--- config.mk ---
export PLATFORM = sky130hd
export DESIGN_NAME = utf8_byte_stream_decoder_flat
export DESIGN_NICKNAME = d
export VERILOG_FILES = /design/src/hw/rtl/u8d_pkg.sv /design/src/hw/rtl/u8d_byte_if.sv /design/src/hw/rtl/u8d_char_if.sv /design/src/hw/rtl/utf8_byte_stream_decoder.sv /design/src/hw/rtl/u8d_step.sv /design/src/flat_wrapper.sv
export VERILOG_INCLUDE_DIRS = /design/src /design/src/hw/rtl
export SDC_FILE = /design/constraint.sdc
export NUM_CORES = 1
export LEC_CHECK = 0
export BUFFER_PORTS_ARGS = -buffer_cell sky130_fd_sc_hd__buf_4
export CORE_MARGIN = 1
export CORE_UTILIZATION = 60
export CTS_CLUSTER_DIAMETER = 150
export DETAILED_ROUTE_END_ITERATION = 6
export PLACE_DENSITY = 0.83
export SETUP_SLACK_MARGIN = 0.1
export SLEW_MARGIN = 10
export SYNTH_ARGS = -nofsm -noshare
export SYNTH_HDL_FRONTEND = slang
export SYNTH_SLANG_ARGS = --single-unit
--- constraint.sdc ---
create_clock -name clk -period 4.92 [get_ports clk]
set_clock_uncertainty 0.1 [all_clocks]
set_input_delay 0.984 -clock clk [delete_from_list [all_inputs] [get_ports clk]]
set_output_delay 0.984 -clock clk [all_outputs]
set_load 0.02 [all_outputs]
--- src/hw/rtl/assert_macros.svh ---
// Assertion helpers shared by the RTL.
`ifndef ASSERT_MACROS_SVH
`define ASSERT_MACROS_SVH

// Check a property on every rising clk edge, off while arst_n is low.
`define U8D_ASSERT(label, prop, msg) \
	label: assert property (@(posedge clk) disable iff (!arst_n) (prop)) else $error(msg);

// Check an implication: when cond holds, concl holds in the same cycle.
`define U8D_ASSERT_IMPL(label, cond, concl, msg) \
	`U8D_ASSERT(label, (cond) |-> (concl), msg)

`endif

--- src/hw/rtl/u8d_pkg.sv ---
package u8d_pkg;

	localparam int unsigned ByteW  = 8;
	localparam int unsigned CodeW  = 21;
	localparam int unsigned StatW  = 2;
	localparam int unsigned CountW = 3;

	// Result status codes
	localparam logic [StatW-1:0] ST_OK      = 2'd0;
	localparam logic [StatW-1:0] ST_LONE    = 2'd1;
	localparam logic [StatW-1:0] ST_TRUNC   = 2'd2;
	localparam logic [StatW-1:0] ST_INVALID = 2'd3;

	// Decoder state carried between bytes
	typedef struct packed {
		logic [1:0]        bytes_left;
		logic [CountW-1:0] seq_length;
		logic [CodeW-1:0]  code_accum;
		logic              broken_flag;
	} state_t;

	// One decoded character, with a flag saying whether the byte produced one
	typedef struct packed {
		logic              emit;
		logic [CodeW-1:0]  code_point;
		logic [StatW-1:0]  status;
		logic [CountW-1:0] byte_count;
	} result_t;

endpackage

--- src/hw/rtl/u8d_byte_if.sv ---
interface u8d_byte_if;
	logic                      valid;
	logic                      ready;
	logic [u8d_pkg::ByteW-1:0] in_byte;

	modport source (output valid, output in_byte, input ready);
	modport sink   (input valid, input in_byte, output ready);
endinterface

--- src/hw/rtl/u8d_char_if.sv ---
interface u8d_char_if;
	logic                       valid;
	logic                       ready;
	logic [u8d_pkg::CodeW-1:0]  code_point;
	logic [u8d_pkg::StatW-1:0]  status;
	logic [u8d_pkg::CountW-1:0] byte_count;

	modport source (output valid, output code_point, output status, output byte_count,
		input ready);
	modport sink   (input valid, input code_point, input status, input byte_count,
		output ready);
endinterface

--- src/hw/rtl/utf8_byte_stream_decoder.sv ---
// Channel   | Dir | Payload                            | Transaction
// byte_chan | in  | in_byte[7:0]                       | one raw text byte
// char_chan | out | code_point[20:0] status[1:0]       | one decoded character
//           |     | byte_count[2:0]                    |
//
// One byte per cycle sustained while char_chan is ready; a character leaves
// after its last byte is taken, via the input and then the result register.
// The decode step is short mask/shift logic between byte_s1 and the result
// register, with the sequence state updated in the same cycle.
// arst_n clears the state, input and result valid flags; no warm-up needed.
// A stalled char_chan holds the byte in byte_s1 and then drops byte_chan.ready.
`include "assert_macros.svh"

module utf8_byte_stream_decoder (
	input  logic                clk,
	input  logic                arst_n,
	u8d_byte_if.sink            byte_chan,
	u8d_char_if.source          char_chan
);

	logic                            valid_s1;
	logic [u8d_pkg::ByteW-1:0]       byte_s1;
	u8d_pkg::state_t                 state_q;
	u8d_pkg::state_t                 state_next;
	u8d_pkg::result_t                result;
	logic                            out_valid_q;
	logic [u8d_pkg::CodeW-1:0]       code_point_q;
	logic [u8d_pkg::StatW-1:0]       status_q;
	logic [u8d_pkg::CountW-1:0]      byte_count_q;
	logic                            advance;

	// The input stage moves on when the result register is free or being drained
	assign advance         = valid_s1 && (!out_valid_q || char_chan.ready);
	assign byte_chan.ready = !valid_s1 || advance;

	// Input register
	always_ff @(posedge clk or negedge arst_n) begin
		if (!arst_n) begin
			valid_s1 <= 1'b0;
		end else if (byte_chan.ready) begin
			valid_s1 <= byte_chan.valid;
		end
	end

	always_ff @(posedge clk) begin
		if (byte_chan.ready && byte_chan.valid) begin
			byte_s1 <= byte_chan.in_byte;
		end
	end

	u8d_step u_step (
		.in_byte    (byte_s1),
		.state      (state_q),
		.state_next (state_next),
		.result     (result)
	);

	// Sequence state advances only when the byte in stage 1 is consumed
	always_ff @(posedge clk or negedge arst_n) begin
		if (!arst_n) begin
			state_q <= '0;
		end else if (advance) begin
			state_q <= state_next;
		end
	end

	// Result register: load on a completed character, drop once taken
	always_ff @(posedge clk or negedge arst_n) begin
		if (!arst_n) begin
			out_valid_q <= 1'b0;
		end else if (advance) begin
			out_valid_q <= result.emit;
		end else if (char_chan.ready) begin
			out_valid_q <= 1'b0;
		end
	end

	always_ff @(posedge clk) begin
		if (advance && result.emit) begin
			code_point_q <= result.code_point;
			status_q     <= result.status;
			byte_count_q <= result.byte_count;
		end
	end

	assign char_chan.valid      = out_valid_q;
	assign char_chan.code_point = code_point_q;
	assign char_chan.status     = status_q;
	assign char_chan.byte_count = byte_count_q;

	// An open sequence always has more bytes in total than still due
	`U8D_ASSERT_IMPL(a_len_covers_left, state_q.bytes_left != 2'd0, state_q.seq_length > {1'b0, state_q.bytes_left}, "sequence length below bytes left")
	// Idle state is fully cleared
	`U8D_ASSERT_IMPL(a_idle_clear, state_q.bytes_left == 2'd0, state_q.seq_length == 3'd0 && state_q.code_accum == '0 && !state_q.broken_flag, "idle state not cleared")
	// Error results carry no code point
	`U8D_ASSERT_IMPL(a_err_zero, out_valid_q && (status_q == u8d_pkg::ST_INVALID || status_q == u8d_pkg::ST_TRUNC), code_point_q == '0, "error result with nonzero code point")
	// A truncated sequence always spans several bytes
	`U8D_ASSERT_IMPL(a_trunc_len, out_valid_q && status_q == u8d_pkg::ST_TRUNC, byte_count_q >= 3'd2 && byte_count_q <= 3'd4, "truncated result with bad byte count")
	// A byte waiting behind a full, stalled result register keeps its place
	`U8D_ASSERT(a_stall_hold, valid_s1 && out_valid_q && !char_chan.ready |=> valid_s1 && $stable(byte_s1) && $stable(state_q), "stage 1 moved during output stall")

endmodule

--- src/hw/rtl/u8d_step.sv ---
module u8d_step (
	input  logic [u8d_pkg::ByteW-1:0] in_byte,
	input  u8d_pkg::state_t           state,
	output u8d_pkg::state_t           state_next,
	output u8d_pkg::result_t          result
);

	logic                          is_cont;
	logic [1:0]                    left_dec;
	logic [u8d_pkg::CodeW-1:0]     cont_bits;
	u8d_pkg::state_t               mid;

	assign is_cont  = (in_byte[7:6] == 2'b10);
	assign left_dec = state.bytes_left - 2'd1;

	// Place six payload bits by the number of continuation bytes still due
	always_comb begin
		case (state.bytes_left)
			2'd1:    cont_bits = {15'd0, in_byte[5:0]};
			2'd2:    cont_bits = {9'd0, in_byte[5:0], 6'd0};
			2'd3:    cont_bits = {3'd0, in_byte[5:0], 12'd0};
			default: cont_bits = '0;
		endcase
	end

	always_comb begin
		state_next = state;
		result     = '0;
		mid        = state;
		if (state.bytes_left == 2'd0) begin
			unique case (in_byte) inside
				8'b0???_????: begin
					result = '{1'b1, {13'd0, in_byte}, u8d_pkg::ST_OK, 3'd1};
				end
				8'b10??_????: begin
					result = '{1'b1, {13'd0, in_byte}, u8d_pkg::ST_LONE, 3'd1};
				end
				8'b110?_????: begin
					state_next = '{2'd1, 3'd2, {10'd0, in_byte[4:0], 6'd0}, 1'b0};
				end
				8'b1110_????: begin
					state_next = '{2'd2, 3'd3, {5'd0, in_byte[3:0], 12'd0}, 1'b0};
				end
				8'b1111_0???: begin
					state_next = '{2'd3, 3'd4, {in_byte[2:0], 18'd0}, 1'b0};
				end
				default: begin
					result = '{1'b1, '0, u8d_pkg::ST_INVALID, 3'd1};
				end
			endcase
		end else begin
			// Accumulate a good continuation, otherwise mark the sequence broken
			if (!state.broken_flag && is_cont) begin
				mid.code_accum = state.code_accum | cont_bits;
			end else begin
				mid.broken_flag = 1'b1;
			end
			mid.bytes_left = left_dec;
			if (left_dec == 2'd0) begin
				result.emit       = 1'b1;
				result.code_point = mid.broken_flag ? '0 : mid.code_accum;
				result.status     = mid.broken_flag ? u8d_pkg::ST_TRUNC : u8d_pkg::ST_OK;
				result.byte_count = state.seq_length;
				state_next        = '0;
			end else begin
				state_next = mid;
			end
		end
	end

endmodule

--- src/flat_wrapper.sv ---
// flat-port wrapper written by rule: the top's interface ports become plain ports
module utf8_byte_stream_decoder_flat 
  (clk, arst_n, byte_chan_valid, byte_chan_in_byte, byte_chan_ready, char_chan_valid, char_chan_code_point, char_chan_status, char_chan_byte_count, char_chan_ready);
  u8d_byte_if byte_chan_i ();
  u8d_char_if char_chan_i ();
  input  logic clk;
  input  logic arst_n;
  input wire logic [$bits(byte_chan_i.valid)-1:0] byte_chan_valid;
  input wire logic [$bits(byte_chan_i.in_byte)-1:0] byte_chan_in_byte;
  output wire logic [$bits(byte_chan_i.ready)-1:0] byte_chan_ready;
  output wire logic [$bits(char_chan_i.valid)-1:0] char_chan_valid;
  output wire logic [$bits(char_chan_i.code_point)-1:0] char_chan_code_point;
  output wire logic [$bits(char_chan_i.status)-1:0] char_chan_status;
  output wire logic [$bits(char_chan_i.byte_count)-1:0] char_chan_byte_count;
  input wire logic [$bits(char_chan_i.ready)-1:0] char_chan_ready;
  assign byte_chan_i.valid = byte_chan_valid;
  assign byte_chan_i.in_byte = byte_chan_in_byte;
  assign byte_chan_ready = byte_chan_i.ready;
  assign char_chan_valid = char_chan_i.valid;
  assign char_chan_code_point = char_chan_i.code_point;
  assign char_chan_status = char_chan_i.status;
  assign char_chan_byte_count = char_chan_i.byte_count;
  assign char_chan_i.ready = char_chan_ready;
  utf8_byte_stream_decoder u_core (.clk(clk), .arst_n(arst_n), .byte_chan(byte_chan_i), .char_chan(char_chan_i));
endmodule
==> summary.txt <==
Run status
  – Status: complete, no violations

STA
  – Slew Viols, Final: 0
  – Post-route clock period utilization: 57.26%
  – Worst slew margin: 53.27%
  – F_max: 355.0 MHz
  – Final setup violation count: 0
  – Hold Vio Cnt, Final: 0
  – RSZ-0062 raised after global routing: no
  – Min Tclk post-route: 2817 ps
  – Slew @ Worst Pin: 701.0 ps
  – Setup TNS: 0 ps

GRT
  – Initial antenna violation count: 0
  – Number of global-route vias before repair: 1803
  – Global-route wire length before repair: 8963 um
  – Gr ovfl total: 0
  – All-Layer GR Usage: 25.43%
  – Largest net degree at the start of global routing: 30

Worst setup path
  – Kind of critical path: input port to output pin
  – Slowest Stage Delay on Critical Path: 310 ps
  – Crit-path cells: buf_4 -> nor2b_1 -> nand2_1 -> buf_4
  – Reg-to-Reg End: u_core.char_chan.code_point[3]
  – Crit Path Max Fanout: 4
  – CP endpoint kind: output pin
  – Worst Setup EP: byte_chan_ready
  – Critical Path RT: 3840 ps
  – R2R cell count: 6
  – CP Data Arrival Time: 1730 ps
  – Startpoint type of the worst setup path: input port
  – Worst path most repeated cell: buf_4
  – Reg2reg start: u_core.state_q[26]
  – CP max-delay cell: nor2b_1
  – Worst reg2reg setup slack: 2220 ps
  – Setup crit start: char_chan_ready

Clock network
  – Clk slew on worst S/H paths: 60 ps
  – TritonCTS Buffers: 9
  – Postcts setup bufs: 0
  – CTS max path bufs: 2
  – CTS tree: yes
  – Clk sink count: 63
  – Root Buffer: clkbuf_8
  – Skew-Pair Late Insertion Delay: 340 ps
  – # hold bufs at CTS: 0
  – CTS-repair resized insts: 0
  – H-tree Lvls: 3

Floorplan
  – Die Wd: 69.30 um
  – Rows: 24
  – Die area: 4802 sq um
  – Die Y-Extent: 69.30 um
  – Initial Util: 62.41%
  – I/O pins: 40
  – Core area: 4354 sq um

Finish
  – Nets: 267
  – Layout cells sized above 1: 26.38%
  – Final instance area: 3206 sq um
  – Antenna cell count: 0
  – Filler cell count in the final layout: 285
  – Syn-to-layout area delta: 17.96%
  – Final Non-Filler Cells: 306

Logic synthesis
  – Synth top area share: 37.57%
  – Synthesized instance count: 207
  – Unique masters post-synth: 44
  – Top_reg_cell synth: edfxtp_1
  – Post-synthesis cell area: 2718 sq um
  – Top cells by area, synth: edfxtp_1 38%, dfrtp_1 27%, a22o_1 5.8%
  – Avg Cell Area, Syn: 13.13 sq um
  – Register bit count reported by yosys: 63
  – Synth cell count leaders: 34 x edfxtp_1, 29 x dfrtp_1, 24 x nor2_1
  – Post-synth EDFFs: 34
  – Syn nets: 225
  – Leading area contributor after synthesis: edfxtp_1
  – Register area share after synthesis: 64.27%
  – Most numerous cell in the Yosys netlist: edfxtp_1
  – Synth warnings: 0
  – Asr flop ratio synth: 46.03%

Drt
  – Drt drc: 0
  – DRC marker count from the first detailed-route iteration: 167
  – Vias per cell: 6.023
  – Via count: 1843
  – DRT Wirelength: 5312 um
  – Number of routed nets with antenna violations: 0
  – Wire length per cell: 17.36 um
  – Drt pass-1 iters: 4

Placed design
  – GP Congestion: 0.9507
  – Port-buffer cells: 39
  – Post-DP Area: 3029 sq um
  – Detail Placement HPWL: 3581 um
  – Cells after DPL: 290

Power
  – Sw frac: 34.15%
  – Flop pwr share: 45.5%
  – Comb power frac: 31.3%
  – Worst VDD drop: 0.3312 mV
  – Pwr/cell area: 535.7 nW/um^2
  – P_int: 1.131 mW
  – Lkg Pwr: 1.375 nW
  – Sw Pwr: 586.5 uW
  – Design Power: 1.717 mW
  – Clk network pwr share: 23.2%

Job
  – Max Cap Violations: 0

Hold path
  – Worst hold path type: register to register
## worst min path at each step
stage / startpoint / depth (start not counted) / endpoint / slack, ps
2_1_floorplan: u_core.state_q[24] / 1 / u_core.state_q[24] / 340
6_report: u_core.state_q[24] / 1 / u_core.state_q[24] / 370
3_5_place_dp: u_core.state_q[24] / 1 / u_core.state_q[24] / 360
5_1_grt: u_core.state_q[24] / 1 / u_core.state_q[24] / 400
3_3_place_gp: u_core.state_q[24] / 1 / u_core.state_q[24] / 360
4_1_cts: u_core.state_q[24] / 1 / u_core.state_q[24] / 370
## metrics by stage
stage	util, %	hold WS [ps]	setup WS, ps
6_report	73.62	374.4	2103
5_1_grt	73.62	400.0	1988
4_1_cts	73.62	373.0	2106
3_5_place_dp	69.57	358.6	2098
3_3_place_gp	69.57	357.2	2157
2_1_floorplan	-	341.5	2385
## state kept, by name (all words and copies together), names as in the netlist
signal	count
u_core.valid_s1	1
u_core.state_q	27
u_core.char_chan.code_point	21
u_core.char_chan.valid	1
u_core.char_chan.byte_count	3
u_core.byte_s1	8
u_core.char_chan.status	2
## worst max-delay path: cells and delay by family
family | cells | cell delay, ps
simple gates | 2 | 460
buf+inv | 2 | 290
## cell type report
class | count | area (sq um) | area share (%)
multi-input cells | 127 | 879.6 | 27.44
inverters | 6 | 22.52 | 0.7026
clock inverters | 3 | 17.52 | 0.5464
well taps | 52 | 65.06 | 2.030
flip-flops and latches | 63 | 1747 | 54.49
repair buffers | 42 | 315.3 | 9.836
clock buffers | 13 | 158.9 | 4.957
## cells in the final DEF (no fill, tap or decap), types with 2 or more instances in the layout
cell,synthesis,layout
nor2b_1,2,2
clkinv_2,0,2
buf_4,0,42
o32ai_1,2,2
o21a_1,3,3
and2_1,4,4
nand2b_1,5,5
a21o_1,4,4
clkbuf_8,0,11
nand2_1,5,5
a22o_1,18,18
o22ai_1,2,2
nor3_1,2,2
a21oi_1,15,15
clkbuf_1,4,2
inv_1,6,6
nor2_1,24,24
dfrtp_1,29,29
a31oi_1,9,9
ha_1,6,6
edfxtp_1,34,34
and3_1,3,3
## routing by layer
metal / GRT usage [%] / part of all wire, %
met2: 40.02 / 51
met3: 6.686 / 7.1
met4: 15.87 / 2.0
met5: 0 / 0
met1: 31.40 / 40
## power groups by stage
| stage | clock network, mW | logic (mW) | registers, mW |
|---|---|---|---|
| after floorplan | 0 | 0.318 | 0.837 |
| after global placement | 0 | 0.521 | 0.782 |
| after detailed placement | 0 | 0.538 | 0.789 |
| after CTS | 0.407 | 0.540 | 0.780 |
| after global routing | 0.426 | 0.589 | 0.795 |
| final | 0.398 | 0.537 | 0.782 |
## logic make-up (layout without fill, tap and decap cells)
group / Yosys count / after routing / share of synthesized area (%)
compound gates: 63 / 63 / 17.50
flops: 63 / 63 / 64.27
simple gates: 57 / 57 / 11.69
buf+inv: 17 / 64 / 3.361
fa+ha+maj: 6 / 6 / 2.762
mux: 1 / 1 / 0.4143
(Power assumes the default switching activity.)
